===== config.mk =====
export PLATFORM = sky130hd
export DESIGN_NAME = inverted_page_table_engine_flat
export DESIGN_NICKNAME = d
export VERILOG_FILES = /design/src/rtl/ipte_pkg.sv /design/src/rtl/ipte_if.sv /design/src/rtl/ipte_ram.sv /design/src/rtl/inverted_page_table_engine.sv /design/src/flat_wrapper.sv
export SDC_FILE = /design/constraint.sdc
export NUM_CORES = 2
export LEC_CHECK = 0
export ABC_AREA = 1
export ABC_CLOCK_PERIOD_IN_PS = 10900
export BUFFER_PORTS_ARGS = -buffer_cell sky130_fd_sc_hd__clkbuf_2
export CAP_MARGIN = 20
export CORE_MARGIN = 3
export CORE_UTILIZATION = 60
export CTS_CLUSTER_SIZE = 24
export DETAILED_ROUTE_END_ITERATION = 10
export GPL_TIMING_DRIVEN = 0
export HOLD_SLACK_MARGIN = 0.02
export PLACE_DENSITY = 0.79
export SETUP_SLACK_MARGIN = 0.15
export SYNTH_ARGS = -nofsm -noshare
export SYNTH_HDL_FRONTEND = slang
export SYNTH_SLANG_ARGS = --single-unit

===== constraint.sdc =====
create_clock -name clock -period 10.9 [get_ports clock]
set_clock_uncertainty 0.15 [all_clocks]
set_input_delay 1.09 -clock clock [delete_from_list [all_inputs] [get_ports clock]]
set_output_delay 1.09 -clock clock [all_outputs]
set_load 0.02 [all_outputs]

===== src/rtl/ipte_pkg.sv =====
// shared types and constants of the inverted page table engine
package ipte_pkg;

   // default number of physical frames
   localparam int unsigned PAGES_DEFAULT = 32;

   // field widths fixed by the interface
   localparam int unsigned CMD_W   = 3;
   localparam int unsigned FRAME_W = 5;
   localparam int unsigned PID_W   = 8;
   localparam int unsigned VPAGE_W = 32;
   localparam int unsigned FREE_W  = 6;
   localparam int unsigned CSR_IDX_W  = 1;
   localparam int unsigned CSR_DATA_W = 5;
   localparam int unsigned LFSR_W  = 16;

   localparam logic [LFSR_W-1:0] LFSR_SEED = 16'hACE1;
   localparam logic [LFSR_W-1:0] LFSR_TAPS = 16'hB400;
   localparam logic [FREE_W-1:0] FREE_MAX  = 6'd63;

   // register indexes
   localparam logic [CSR_IDX_W-1:0] CSR_PAGE_SHIFT = 1'b0;
   localparam logic [CSR_IDX_W-1:0] CSR_REPL_MODE  = 1'b1;

   // reset values of the registers
   localparam logic [4:0] PAGE_SHIFT_RESET = 5'd7;

   // replacement policies
   typedef enum logic [1:0] {
      REPL_NONE   = 2'd0,
      REPL_FIFO   = 2'd1,
      REPL_RANDOM = 2'd2,
      REPL_RSVD   = 2'd3
   } repl_type;

   // commands
   typedef enum logic [CMD_W-1:0] {
      CMD_LOOKUP = 3'd0,
      CMD_ALLOC  = 3'd1,
      CMD_EVICT  = 3'd2,
      CMD_WRITE  = 3'd3,
      CMD_REMOVE = 3'd4,
      CMD_COUNT  = 3'd5,
      CMD_READ   = 3'd6,
      CMD_NOP    = 3'd7
   } cmd_type;

   // sequencer states
   typedef enum logic [3:0] {
      ST_IDLE,
      ST_ALLOC,
      ST_SCAN,
      ST_MOD,
      ST_FIFO_RD,
      ST_FIFO_DATA,
      ST_TBL_DATA,
      ST_READ_DATA,
      ST_DONE
   } state_type;

   // one table word
   typedef struct packed {
      logic                read_only;
      logic                in_use;
      logic                dirty;
      logic                valid;
      logic [PID_W-1:0]    owner;
      logic [VPAGE_W-1:0]  vpage;
   } tbl_type;

   // one result beat
   typedef struct packed {
      logic                found;
      logic [FRAME_W-1:0]  frame;
      logic [FREE_W-1:0]   free_count;
      logic [VPAGE_W-1:0]  entry_vpage;
      logic [PID_W-1:0]    entry_pid;
      logic                entry_valid;
      logic                entry_dirty;
      logic                entry_use;
      logic                entry_read_only;
      logic                write_back;
   } rsp_type;

endpackage


===== src/rtl/ipte_if.sv =====
// request and response channel interfaces
interface ipte_req_if;
   logic        valid;
   logic        ready;
   logic [2:0]  cmd;
   logic [31:0] vaddr;
   logic [7:0]  process_id;
   logic [4:0]  entry;
   logic [31:0] new_vpage;
   logic        new_valid;
   logic        new_dirty;
   logic        new_use;
   logic        new_read_only;

   modport source (output valid, cmd, vaddr, process_id, entry, new_vpage, new_valid,
                   new_dirty, new_use, new_read_only, input ready);
   modport sink   (input valid, cmd, vaddr, process_id, entry, new_vpage, new_valid,
                   new_dirty, new_use, new_read_only, output ready);
endinterface

interface ipte_rsp_if;
   logic        valid;
   logic        ready;
   logic        found;
   logic [4:0]  frame;
   logic [5:0]  free_count;
   logic [31:0] entry_vpage;
   logic [7:0]  entry_pid;
   logic        entry_valid;
   logic        entry_dirty;
   logic        entry_use;
   logic        entry_read_only;
   logic        write_back;

   modport source (output valid, found, frame, free_count, entry_vpage, entry_pid,
                   entry_valid, entry_dirty, entry_use, entry_read_only, write_back,
                   input ready);
   modport sink   (input valid, found, frame, free_count, entry_vpage, entry_pid,
                   entry_valid, entry_dirty, entry_use, entry_read_only, write_back,
                   output ready);
endinterface


===== src/rtl/ipte_ram.sv =====
// generic simple dual port ram with registered read
module ipte_ram #(
   parameter int unsigned WIDTH = 8,
   parameter int unsigned DEPTH = 32
) (
   input  logic                     clock,
   input  logic                     wr_en,
   input  logic [$clog2(DEPTH)-1:0] wr_addr,
   input  logic [WIDTH-1:0]         wr_data,
   input  logic [$clog2(DEPTH)-1:0] rd_addr,
   output logic [WIDTH-1:0]         rd_data
);

   logic [WIDTH-1:0] mem_ff [DEPTH];
   logic [WIDTH-1:0] rd_data_ff;

   // write port
   always_ff @(posedge clock) begin
      if (wr_en) begin
         mem_ff[wr_addr] <= wr_data;
      end
   end

   // registered read port
   always_ff @(posedge clock) begin
      rd_data_ff <= mem_ff[rd_addr];
   end

   assign rd_data = rd_data_ff;

endmodule


===== src/rtl/inverted_page_table_engine.sv =====
// Inverted page table engine: one command per request beat, one response beat each.
// Entries live in a table ram with registered read, allocation order in a fifo ram.
// Write answers from idle, read after a table read; allocate walks the allocated map
// one frame a cycle; lookup, purge, free count and random eviction stream the table
// ram one entry a cycle (random eviction first finds its start frame by a quotient
// step, then a remainder step); fifo eviction reads a fifo slot, then its table entry,
// per slot tried. A new request is taken while the previous response still waits.
module inverted_page_table_engine
   import ipte_pkg::*;
#(
   parameter int unsigned PAGES = PAGES_DEFAULT
) (
   input  logic                  clock,
   input  logic                  reset,
   ipte_req_if.sink              req_chan,
   ipte_rsp_if.source            rsp_chan,
   input  logic                  csr_we,
   input  logic [CSR_IDX_W-1:0]  csr_index,
   input  logic [CSR_DATA_W-1:0] csr_wdata
);

   localparam int unsigned IW = $clog2(PAGES);
   localparam int unsigned CW = $clog2(PAGES + 1);
   localparam int unsigned TW = $bits(tbl_type);
   localparam logic [IW-1:0] LAST = IW'(PAGES - 1);
   localparam logic [CW-1:0] FULL = CW'(PAGES);
   localparam logic [63:0] RECIP_W = ((64'd1 << 32) + 64'(PAGES) - 64'd1) / 64'(PAGES);
   localparam logic [31:0] RECIP = RECIP_W[31:0];

   state_type state_ff, state_in;
   logic [CMD_W-1:0]   op_ff, op_in;
   logic [PID_W-1:0]   pid_ff, pid_in;
   logic [VPAGE_W-1:0] vp_ff, vp_in;
   logic [IW-1:0]      ptr_ff, ptr_in;
   logic [CW-1:0]      cnt_ff, cnt_in;
   logic               dv_ff, dv_in;
   logic [IW-1:0]      daddr_ff, daddr_in;
   logic [CW-1:0]      nfree_ff, nfree_in;
   logic [LFSR_W-1:0]  div_ff, div_in;
   logic               step_ff, step_in;
   rsp_type            res_ff, res_in;
   rsp_type            rsp_ff, rsp_in;
   logic               rsp_valid_ff, rsp_valid_in;
   logic [PAGES-1:0]   alloc_ff, alloc_in;
   logic [PAGES-1:0]   written_ff, written_in;
   logic [IW-1:0]      head_ff, head_in;
   logic [IW-1:0]      tail_ff, tail_in;
   logic [CW-1:0]      level_ff, level_in;
   logic [LFSR_W-1:0]  lfsr_ff, lfsr_in;
   logic [4:0]         page_shift_ff, page_shift_in;
   logic [1:0]         mode_ff, mode_in;

   // ram ports
   logic          tbl_we;
   logic [IW-1:0] tbl_waddr, tbl_raddr;
   tbl_type       tbl_wdata, tbl_q, ent_v;
   logic [TW-1:0] tbl_q_raw;
   logic          fifo_we;
   logic [IW-1:0] fifo_waddr, fifo_raddr, fifo_wdata, fifo_q;

   // helpers
   logic          ent_ok;
   logic          evictable;
   logic [47:0]   quot_prod;
   logic [31:0]   rem_full;
   logic [31:0]   nfree32;
   logic [LFSR_W-1:0] lfsr_next;
   rsp_type       show;

   ipte_ram #(.WIDTH(TW), .DEPTH(PAGES)) u_tbl_ram (
      .clock   (clock),
      .wr_en   (tbl_we),
      .wr_addr (tbl_waddr),
      .wr_data (tbl_wdata),
      .rd_addr (tbl_raddr),
      .rd_data (tbl_q_raw)
   );

   ipte_ram #(.WIDTH(IW), .DEPTH(PAGES)) u_fifo_ram (
      .clock   (clock),
      .wr_en   (fifo_we),
      .wr_addr (fifo_waddr),
      .wr_data (fifo_wdata),
      .rd_addr (fifo_raddr),
      .rd_data (fifo_q)
   );

   // unwritten entries read as zero
   assign tbl_q     = tbl_type'(tbl_q_raw);
   assign ent_v     = written_ff[daddr_ff] ? tbl_q : '0;
   assign evictable = !ent_v.valid && !ent_v.in_use;
   assign ent_ok    = 32'(req_chan.entry) < 32'(PAGES);
   assign nfree32   = 32'(nfree_ff);
   assign lfsr_next = lfsr_ff[0] ? ((lfsr_ff >> 1) ^ LFSR_TAPS) : (lfsr_ff >> 1);

   // quotient by reciprocal, then remainder against the lfsr
   assign quot_prod = 48'(div_ff) * 48'(RECIP);
   assign rem_full  = 32'(lfsr_ff) - 32'(div_ff) * 32'(PAGES);

   // entry shown for read and eviction
   always_comb begin
      show                 = '0;
      show.found           = 1'b1;
      show.frame           = FRAME_W'(daddr_ff);
      show.entry_vpage     = ent_v.vpage;
      show.entry_pid       = ent_v.owner;
      show.entry_valid     = ent_v.valid;
      show.entry_dirty     = ent_v.dirty;
      show.entry_use       = ent_v.in_use;
      show.entry_read_only = ent_v.read_only;
   end

   // handshake outputs
   assign req_chan.ready           = (state_ff == ST_IDLE);
   assign rsp_chan.valid           = rsp_valid_ff;
   assign rsp_chan.found           = rsp_ff.found;
   assign rsp_chan.frame           = rsp_ff.frame;
   assign rsp_chan.free_count      = rsp_ff.free_count;
   assign rsp_chan.entry_vpage     = rsp_ff.entry_vpage;
   assign rsp_chan.entry_pid       = rsp_ff.entry_pid;
   assign rsp_chan.entry_valid     = rsp_ff.entry_valid;
   assign rsp_chan.entry_dirty     = rsp_ff.entry_dirty;
   assign rsp_chan.entry_use       = rsp_ff.entry_use;
   assign rsp_chan.entry_read_only = rsp_ff.entry_read_only;
   assign rsp_chan.write_back      = rsp_ff.write_back;

   // state registers
   always_ff @(posedge clock) begin
      if (reset) begin
         state_ff      <= ST_IDLE;
         rsp_valid_ff  <= 1'b0;
         alloc_ff      <= '0;
         written_ff    <= '0;
         head_ff       <= '0;
         tail_ff       <= '0;
         level_ff      <= '0;
         lfsr_ff       <= LFSR_SEED;
         page_shift_ff <= PAGE_SHIFT_RESET;
         mode_ff       <= REPL_FIFO;
         dv_ff         <= 1'b0;
      end else begin
         state_ff      <= state_in;
         rsp_valid_ff  <= rsp_valid_in;
         alloc_ff      <= alloc_in;
         written_ff    <= written_in;
         head_ff       <= head_in;
         tail_ff       <= tail_in;
         level_ff      <= level_in;
         lfsr_ff       <= lfsr_in;
         page_shift_ff <= page_shift_in;
         mode_ff       <= mode_in;
         dv_ff         <= dv_in;
      end
   end

   // working registers
   always_ff @(posedge clock) begin
      op_ff    <= op_in;
      pid_ff   <= pid_in;
      vp_ff    <= vp_in;
      ptr_ff   <= ptr_in;
      cnt_ff   <= cnt_in;
      daddr_ff <= daddr_in;
      nfree_ff <= nfree_in;
      div_ff   <= div_in;
      step_ff  <= step_in;
      res_ff   <= res_in;
      rsp_ff   <= rsp_in;
   end

   // sequencer
   always_comb begin
      state_in      = state_ff;
      op_in         = op_ff;
      pid_in        = pid_ff;
      vp_in         = vp_ff;
      ptr_in        = ptr_ff;
      cnt_in        = cnt_ff;
      dv_in         = 1'b0;
      daddr_in      = daddr_ff;
      nfree_in      = nfree_ff;
      div_in        = div_ff;
      step_in       = step_ff;
      res_in        = res_ff;
      rsp_in        = rsp_ff;
      rsp_valid_in  = rsp_valid_ff;
      alloc_in      = alloc_ff;
      written_in    = written_ff;
      head_in       = head_ff;
      tail_in       = tail_ff;
      level_in      = level_ff;
      lfsr_in       = lfsr_ff;
      page_shift_in = page_shift_ff;
      mode_in       = mode_ff;
      tbl_we        = 1'b0;
      tbl_waddr     = daddr_ff;
      tbl_wdata     = ent_v;
      tbl_raddr     = ptr_ff;
      fifo_we       = 1'b0;
      fifo_waddr    = tail_ff;
      fifo_wdata    = ptr_ff;
      fifo_raddr    = head_ff;

      // response beat taken
      if (rsp_valid_ff && rsp_chan.ready) begin
         rsp_valid_in = 1'b0;
      end

      // register writes
      if (csr_we) begin
         unique case (csr_index)
            CSR_PAGE_SHIFT: page_shift_in = csr_wdata;
            CSR_REPL_MODE:  mode_in       = csr_wdata[1:0];
            default: ;
         endcase
      end

      unique case (state_ff)
         ST_IDLE: begin
            if (req_chan.valid) begin
               op_in    = req_chan.cmd;
               pid_in   = req_chan.process_id;
               vp_in    = req_chan.vaddr >> page_shift_ff;
               ptr_in   = '0;
               cnt_in   = '0;
               nfree_in = '0;
               res_in   = '0;
               state_in = ST_DONE;
               case (cmd_type'(req_chan.cmd))
                  CMD_LOOKUP, CMD_REMOVE, CMD_COUNT: state_in = ST_SCAN;
                  CMD_ALLOC: state_in = ST_ALLOC;
                  CMD_EVICT: begin
                     if (mode_ff == REPL_FIFO) begin
                        cnt_in = level_ff;
                        if (level_ff != '0) begin
                           state_in = ST_FIFO_RD;
                        end
                     end else if (mode_ff == REPL_RANDOM) begin
                        lfsr_in  = lfsr_next;
                        div_in   = lfsr_next;
                        step_in  = 1'b0;
                        state_in = ST_MOD;
                     end
                  end
                  CMD_WRITE: begin
                     if (ent_ok) begin
                        tbl_we              = 1'b1;
                        tbl_waddr           = IW'(req_chan.entry);
                        tbl_wdata.vpage     = req_chan.new_vpage;
                        tbl_wdata.owner     = req_chan.process_id;
                        tbl_wdata.valid     = req_chan.new_valid;
                        tbl_wdata.dirty     = req_chan.new_dirty;
                        tbl_wdata.in_use    = req_chan.new_use;
                        tbl_wdata.read_only = req_chan.new_read_only;
                        written_in[IW'(req_chan.entry)] = 1'b1;
                        res_in.found        = 1'b1;
                        res_in.frame        = req_chan.entry;
                     end
                  end
                  CMD_READ: begin
                     if (ent_ok) begin
                        tbl_raddr = IW'(req_chan.entry);
                        daddr_in  = IW'(req_chan.entry);
                        state_in  = ST_READ_DATA;
                     end
                  end
                  default: ;
               endcase
            end
         end

         // lowest free frame, one map bit a cycle
         ST_ALLOC: begin
            if (!alloc_ff[ptr_ff]) begin
               alloc_in[ptr_ff] = 1'b1;
               if (level_ff != FULL) begin
                  fifo_we    = 1'b1;
                  fifo_wdata = ptr_ff;
                  tail_in    = (tail_ff == LAST) ? '0 : tail_ff + 1'b1;
                  level_in   = level_ff + 1'b1;
               end
               res_in.found = 1'b1;
               res_in.frame = FRAME_W'(ptr_ff);
               state_in     = ST_DONE;
            end else if (ptr_ff == LAST) begin
               state_in = ST_DONE;
            end else begin
               ptr_in = ptr_ff + 1'b1;
            end
         end

         // start frame of random eviction: quotient first, then remainder
         ST_MOD: begin
            if (!step_ff) begin
               div_in  = quot_prod[47:32];
               step_in = 1'b1;
            end else begin
               ptr_in   = rem_full[IW-1:0];
               state_in = ST_SCAN;
            end
         end

         // stream the table, one entry issued and one checked a cycle
         ST_SCAN: begin
            if (cnt_ff != FULL) begin
               tbl_raddr = ptr_ff;
               daddr_in  = ptr_ff;
               dv_in     = 1'b1;
               ptr_in    = (ptr_ff == LAST) ? '0 : ptr_ff + 1'b1;
               cnt_in    = cnt_ff + 1'b1;
            end
            if (dv_ff) begin
               case (cmd_type'(op_ff))
                  CMD_LOOKUP: begin
                     if (alloc_ff[daddr_ff] && ent_v.owner == pid_ff &&
                         ent_v.vpage == vp_ff) begin
                        res_in.found = 1'b1;
                        res_in.frame = FRAME_W'(daddr_ff);
                        state_in     = ST_DONE;
                     end
                  end
                  CMD_EVICT: begin
                     if (evictable) begin
                        res_in            = show;
                        res_in.write_back = ent_v.dirty;
                        state_in          = ST_DONE;
                     end
                  end
                  CMD_REMOVE: begin
                     if (ent_v.owner == pid_ff) begin
                        alloc_in[daddr_ff]   = 1'b0;
                        tbl_we               = 1'b1;
                        tbl_waddr            = daddr_ff;
                        tbl_wdata            = ent_v;
                        tbl_wdata.in_use     = 1'b0;
                        tbl_wdata.dirty      = 1'b0;
                        written_in[daddr_ff] = 1'b1;
                     end
                  end
                  CMD_COUNT: begin
                     if (!ent_v.in_use) begin
                        nfree_in = nfree_ff + 1'b1;
                     end
                  end
                  default: ;
               endcase
            end else if (cnt_ff == FULL) begin
               if (cmd_type'(op_ff) == CMD_COUNT) begin
                  res_in.free_count = (nfree32 > 32'(FREE_MAX)) ? FREE_MAX
                                                                : nfree32[FREE_W-1:0];
               end
               state_in = ST_DONE;
            end
         end

         // fifo eviction: read the head slot
         ST_FIFO_RD: begin
            fifo_raddr = head_ff;
            state_in   = ST_FIFO_DATA;
         end

         // rotate the head frame to the tail and fetch its entry
         ST_FIFO_DATA: begin
            fifo_we    = 1'b1;
            fifo_waddr = tail_ff;
            fifo_wdata = fifo_q;
            head_in    = (head_ff == LAST) ? '0 : head_ff + 1'b1;
            tail_in    = (tail_ff == LAST) ? '0 : tail_ff + 1'b1;
            cnt_in     = cnt_ff - 1'b1;
            tbl_raddr  = fifo_q;
            daddr_in   = fifo_q;
            state_in   = ST_TBL_DATA;
         end

         ST_TBL_DATA: begin
            fifo_raddr = head_ff;
            if (evictable) begin
               res_in            = show;
               res_in.write_back = ent_v.dirty;
               state_in          = ST_DONE;
            end else if (cnt_ff == '0) begin
               state_in = ST_DONE;
            end else begin
               state_in = ST_FIFO_DATA;
            end
         end

         ST_READ_DATA: begin
            res_in   = show;
            state_in = ST_DONE;
         end

         // hand over to the output register once it is free
         ST_DONE: begin
            if (!rsp_valid_ff || rsp_chan.ready) begin
               rsp_in       = res_ff;
               rsp_valid_in = 1'b1;
               state_in     = ST_IDLE;
            end
         end

         default: state_in = ST_IDLE;
      endcase
   end

   // fifo occupancy seen from the pointers
   logic [CW-1:0] fifo_span;
   assign fifo_span = (tail_ff >= head_ff) ? CW'(tail_ff - head_ff)
                                           : CW'(PAGES) - CW'(head_ff - tail_ff);

   a_level_bound: assert property (@(posedge clock) disable iff (reset)
      level_ff <= FULL)
      else $error("fifo level beyond frame count");

   a_level_span: assert property (@(posedge clock) disable iff (reset)
      (level_ff == FULL) || (level_ff == fifo_span))
      else $error("fifo level disagrees with head and tail");

   a_accept_busy: assert property (@(posedge clock) disable iff (reset)
      (req_chan.valid && req_chan.ready) |=> (state_ff != ST_IDLE))
      else $error("request beat taken without starting work");

   a_done_to_rsp: assert property (@(posedge clock) disable iff (reset)
      (state_ff == ST_DONE && state_in == ST_IDLE) |=> rsp_valid_ff)
      else $error("finished command produced no response beat");

endmodule


===== src/flat_wrapper.sv =====
// flat-port wrapper written by rule: the top's interface ports become plain ports
module inverted_page_table_engine_flat import ipte_pkg::*;
#(
   parameter int unsigned PAGES = PAGES_DEFAULT
)
  (clock, reset, csr_we, csr_index, csr_wdata, req_chan_valid, req_chan_cmd, req_chan_vaddr, req_chan_process_id, req_chan_entry, req_chan_new_vpage, req_chan_new_valid, req_chan_new_dirty, req_chan_new_use, req_chan_new_read_only, req_chan_ready, rsp_chan_valid, rsp_chan_found, rsp_chan_frame, rsp_chan_free_count, rsp_chan_entry_vpage, rsp_chan_entry_pid, rsp_chan_entry_valid, rsp_chan_entry_dirty, rsp_chan_entry_use, rsp_chan_entry_read_only, rsp_chan_write_back, rsp_chan_ready);
  ipte_req_if req_chan_i ();
  ipte_rsp_if rsp_chan_i ();
  input  logic clock;
  input  logic reset;
  input  logic csr_we;
  input  logic [CSR_IDX_W-1:0] csr_index;
  input  logic [CSR_DATA_W-1:0] csr_wdata;
  input wire logic [$bits(req_chan_i.valid)-1:0] req_chan_valid;
  input wire logic [$bits(req_chan_i.cmd)-1:0] req_chan_cmd;
  input wire logic [$bits(req_chan_i.vaddr)-1:0] req_chan_vaddr;
  input wire logic [$bits(req_chan_i.process_id)-1:0] req_chan_process_id;
  input wire logic [$bits(req_chan_i.entry)-1:0] req_chan_entry;
  input wire logic [$bits(req_chan_i.new_vpage)-1:0] req_chan_new_vpage;
  input wire logic [$bits(req_chan_i.new_valid)-1:0] req_chan_new_valid;
  input wire logic [$bits(req_chan_i.new_dirty)-1:0] req_chan_new_dirty;
  input wire logic [$bits(req_chan_i.new_use)-1:0] req_chan_new_use;
  input wire logic [$bits(req_chan_i.new_read_only)-1:0] req_chan_new_read_only;
  output wire logic [$bits(req_chan_i.ready)-1:0] req_chan_ready;
  output wire logic [$bits(rsp_chan_i.valid)-1:0] rsp_chan_valid;
  output wire logic [$bits(rsp_chan_i.found)-1:0] rsp_chan_found;
  output wire logic [$bits(rsp_chan_i.frame)-1:0] rsp_chan_frame;
  output wire logic [$bits(rsp_chan_i.free_count)-1:0] rsp_chan_free_count;
  output wire logic [$bits(rsp_chan_i.entry_vpage)-1:0] rsp_chan_entry_vpage;
  output wire logic [$bits(rsp_chan_i.entry_pid)-1:0] rsp_chan_entry_pid;
  output wire logic [$bits(rsp_chan_i.entry_valid)-1:0] rsp_chan_entry_valid;
  output wire logic [$bits(rsp_chan_i.entry_dirty)-1:0] rsp_chan_entry_dirty;
  output wire logic [$bits(rsp_chan_i.entry_use)-1:0] rsp_chan_entry_use;
  output wire logic [$bits(rsp_chan_i.entry_read_only)-1:0] rsp_chan_entry_read_only;
  output wire logic [$bits(rsp_chan_i.write_back)-1:0] rsp_chan_write_back;
  input wire logic [$bits(rsp_chan_i.ready)-1:0] rsp_chan_ready;
  assign req_chan_i.valid = req_chan_valid;
  assign req_chan_i.cmd = req_chan_cmd;
  assign req_chan_i.vaddr = req_chan_vaddr;
  assign req_chan_i.process_id = req_chan_process_id;
  assign req_chan_i.entry = req_chan_entry;
  assign req_chan_i.new_vpage = req_chan_new_vpage;
  assign req_chan_i.new_valid = req_chan_new_valid;
  assign req_chan_i.new_dirty = req_chan_new_dirty;
  assign req_chan_i.new_use = req_chan_new_use;
  assign req_chan_i.new_read_only = req_chan_new_read_only;
  assign req_chan_ready = req_chan_i.ready;
  assign rsp_chan_valid = rsp_chan_i.valid;
  assign rsp_chan_found = rsp_chan_i.found;
  assign rsp_chan_frame = rsp_chan_i.frame;
  assign rsp_chan_free_count = rsp_chan_i.free_count;
  assign rsp_chan_entry_vpage = rsp_chan_i.entry_vpage;
  assign rsp_chan_entry_pid = rsp_chan_i.entry_pid;
  assign rsp_chan_entry_valid = rsp_chan_i.entry_valid;
  assign rsp_chan_entry_dirty = rsp_chan_i.entry_dirty;
  assign rsp_chan_entry_use = rsp_chan_i.entry_use;
  assign rsp_chan_entry_read_only = rsp_chan_i.entry_read_only;
  assign rsp_chan_write_back = rsp_chan_i.write_back;
  assign rsp_chan_i.ready = rsp_chan_ready;
  inverted_page_table_engine #(.PAGES(PAGES)) u_core (.clock(clock), .reset(reset), .req_chan(req_chan_i), .rsp_chan(rsp_chan_i), .csr_we(csr_we), .csr_index(csr_index), .csr_wdata(csr_wdata));
endmodule

==> results.ini <==
[placement]
dpl-instance-area_sq_mm = 0.08394
finalWeightedCongestion = 0.9926
number_of_port_buffers = 152
dp.final_hpwl_microns = 174000
worst_slack_placed_ps = 5182

[power]
total_leakage_power_uw = 0.02988
netSwitchingPower_uw = 12410
power.density_mw_per_mm2 = 306.1
switching_share_pct = 45.17
clockPowerShare_pct = 22.4
pwr-share-seq_pct = 32.4
peakVddDrop_mv = 0.2252
intPower_uw = 15060
power_frac_comb_pct = 45.2

[synthesis]
synthTopCellsByCount = sky130_fd_sc_hd__edfxtp_1, sky130_fd_sc_hd__nor2_1, sky130_fd_sc_hd__o21ai_0
synth.net_count = 6661
netlist_top_cells_area = sky130_fd_sc_hd__edfxtp_1, sky130_fd_sc_hd__nor2_1, sky130_fd_sc_hd__o21ai_0
count_of_flip_flops_with_a_built_in_enable_after_synthesis = 1748
synth_ff_type = sky130_fd_sc_hd__edfxtp_1
yosys.cell_count.top_type = sky130_fd_sc_hd__edfxtp_1
ys_warn_count = 0
syn_avg_cell_area_sq_um = 12.06
synth_largest_area_cell = sky130_fd_sc_hd__edfxtp_1
yosysSeqAreaShare_pct = 70.48
synth_area_sq_mm = 0.07896
asyncSetResetFlopFracSynth_pct = 0
post-synth-top-area-fraction_pct = 66.48
netlist_instances = 6546
synth.lib_cells_used.distinct = 50
synth_seq_cells = 1906

[run_status]
status = complete, no violations

[worst_setup_path]
criticalPathCategory = reg2reg
critical_path.most_common_cell = sky130_fd_sc_hd__nand2_1
timing.critical_path.cells = inv_1, nor3_1, nand2_1, nand2_1, nor2_1, nand2_4, buf_6, nand3_1, nand2_1, nand3_1, nor2_1, nand4_1, nand2_1, nand3_1, nor2_4, buf_12
critical_path.max_fanout = 23
worst_setup_path_start_kind = flop
critical_path.reg2reg.startpoint = u_core.daddr_ff[3]
critical_path_arrival_ps = 6090
timing.critical_path.required_ps = 11260
cp.buffers_inverters = 3
timing.rr.end = u_core.u_tbl_ram.mem_ff[26][19]
critical_path.startpoint = u_core.daddr_ff[3]
r2r_setup_slack_ps = 5170
timing.critical_path.slowest_cell_delay_ps = 1030
rr_worst_depth = 16
category_of_cells_accounting_for_the_largest_share_of_critical_path_delay = simple AND/OR/NAND/NOR gates
end_kind = flop
crit_path_top_delay_cell = sky130_fd_sc_hd__nor2_4

[cells_and_area]
area.growth.synth_to_final_pct = 13.62
layout.nets = 7085
utilization_pct = 68.93
share_of_layout_cells_above_drive_strength_1_pct = 10.11
finished_cell_area_sq_mm = 0.08971

[floorplan]
core_region_area_sq_mm = 0.1301
die_height_microns = 368.8
floorplan.initialDensity_pct = 60.67
die_area_sq_mm = 0.1360
die_x_microns = 368.8
io_pins = 154
placement_rows = 132

[clocking]
cts_num_sinks = 1906
ctsRootBufferMaster = sky130_fd_sc_hd__clkbuf_16
cts.reportedPaths.clkPinSlew_ps = 60
max-clock-path-buffers = 3
cts_buffers = 184
cts_htree_levels = 4
clock_latency_ps = 820
cts_setup_buffers = 0
holdBufCountCts = 0
cts_resized = 0
cts_tree = built

[grt]
global_route.overflow_total = 0
first_global_vias = 56657
grt_first_pass_wirelength_microns = 366800
grt_antenna_before_repair = 10
grt_start_max_net_pins = 35
globalRouteTotalUtil_pct = 36.63

[min_path]
whs_endpoint = u_core.rsp_chan.entry_vpage[17]
whs_path_depth = 0
hold_class = reg2reg
hold_path.startpoint = u_core.res_ff[30]

[drt]
detail_route.iter0.violations = 10469
antenna_violating_nets_post_route = 0
finalWirelength_microns = 253200
drt-vias-per-instance = 6.723
drc_errors_left = 0
dr.pass1.iters = 7
post_drt_wl_per_cell_microns = 28.55
routed-via-count = 59630

[timing]
rsz0062_at_grt = no
setup_slack_ps = 5171
fmaxAchievable_ghz = 0.1746
final.setup.tns_ps = 0
report.final.setup_viol = 0
count_of_final_max_slew_check_failures = 0
post-route-min-period_ps = 5729
fin_crit_sh_pct = 52.56
max_slew_margin_pct = 14.38
finalHoldViolations = 0
tightest_slew_ps = 1284

[run]
drv_cap = 0

placed cells by master (no fill, tap or decap), types with 31 or more instances in the layout:
master                      Yosys  final
sky130_fd_sc_hd__edfxtp_1    1748   1748
sky130_fd_sc_hd__clkbuf_16      0    184
sky130_fd_sc_hd__a21oi_1      167    166
sky130_fd_sc_hd__o21ai_0      724    677
sky130_fd_sc_hd__buf_8          0     35
sky130_fd_sc_hd__nor2_4         2     36
sky130_fd_sc_hd__o21ai_2        1     38
sky130_fd_sc_hd__o21a_1        46     46
sky130_fd_sc_hd__nand2_1      679    679
sky130_fd_sc_hd__clkbuf_2       0    153
sky130_fd_sc_hd__o21ai_1       48     48
sky130_fd_sc_hd__nand3_1      339    339
sky130_fd_sc_hd__clkbuf_1     301    347
sky130_fd_sc_hd__buf_1         43     43
sky130_fd_sc_hd__o22ai_1      113    113
sky130_fd_sc_hd__clkinv_1       6     39
sky130_fd_sc_hd__clkinv_2       0     43
sky130_fd_sc_hd__inv_1        225    224
sky130_fd_sc_hd__nor2_1      1006    973
sky130_fd_sc_hd__o221ai_1     295    295
sky130_fd_sc_hd__buf_12         0     39
sky130_fd_sc_hd__o21bai_1     310    310
sky130_fd_sc_hd__a32oi_1       44     44
sky130_fd_sc_hd__dfxtp_1      158    158
sky130_fd_sc_hd__nor3_1        32     31
sky130_fd_sc_hd__buf_2         80     80
flip-flops by register name (all words and copies together) (netlist names), 6 cells and up:
signal,count
u_core.nfree_ff,6
u_core.written_ff,32
u_core.u_tbl_ram.mem_ff,1408
u_core.u_tbl_ram.rd_data,44
u_core.lfsr_ff,16
u_core.alloc_ff,32
u_core.rsp_chan.free_count,6
u_core.res_ff,57
u_core.u_fifo_ram.mem_ff,160
u_core.level_ff,6
u_core.pid_ff,8
u_core.vp_ff,32
u_core.rsp_chan.entry_vpage,32
u_core.cnt_ff,6
u_core.rsp_chan.entry_pid,8
worst reg2reg max path: cells and delay by family, from the launching register on:
kind,cells,cell delay [ps]
buffers and inverters,3,680
flip-flops,1,500
AND/OR/NAND/NOR,13,4070
cells by family (layout without fill, tap and decap cells):
logic type / Yosys count / in the layout / share of synthesized area, %
AOI/OAI and AO/OA: 1808 / 1808 / 14.62
xor gates and xnor gates: 8 / 8 / 0.08873
adders and majority gates: 20 / 20 / 0.3264
buffers and inverters: 683 / 1260 / 3.478
DFF: 1906 / 1906 / 70.48
muxes: 11 / 11 / 0.1395
other: 0 / 5 / 0
and+or+nand+nor: 2110 / 2110 / 10.86
area by class of cell:
type,instances,area [sq um]
flip-flops and latches,1906,55650
clock buffers,235,4846
clock inverters,104,902.1
plain buffers,439,1831
multi-input cells,3957,21090
well taps,1742,2180
inverters,244,915.9
repair buffers,238,2282
diodes,5,12.51
fillers,8942,40430
how the worst max path moves through the flow:
stage | slack [ps] | cells after the start | endpoint
floorplan | 5970 | 8 | u_core.u_tbl_ram.mem_ff[27][0]
detailed placement | 5180 | 10 | u_core.u_tbl_ram.mem_ff[25][19]
CTS | 5350 | 16 | u_core.u_tbl_ram.mem_ff[26][19]
finish | 5170 | 16 | u_core.u_tbl_ram.mem_ff[26][19]
global route | 5050 | 16 | u_core.u_tbl_ram.mem_ff[26][19]
global placement | 2630 | 11 | u_core.u_tbl_ram.mem_ff[1][12]
stage by stage:
step	hold slack, ps	std cells	power, uW
after floorplan	270.8	6546	15640
after global placement	282.4	8440	20280
after detailed placement	285.7	8524	20740
after CTS	296.0	8863	26870
after global routing	307.0	8867	28250
final	300.8	8870	27460
per-layer routing:
metal  global-route usage [%]  wire length, microns  vias to the layer above
met5                        0                    34                        -
met4                    22.32                 17940                        6
met3                    8.253                 32350                      905
met2                    54.91                113200                     4921
met1                    49.23                 89710                    28755
li1                         -                     -                    25043
power by group through the flow:
stage	registers, uW	clock network (uW)	logic, uW
after floorplan	9030	0	6610
after global placement	9080	0	11200
after detailed placement	9030	0	11700
after CTS	8880	6130	11900
after global routing	8920	6410	12900
final	8890	6160	12400
(Power assumes the default switching activity.)
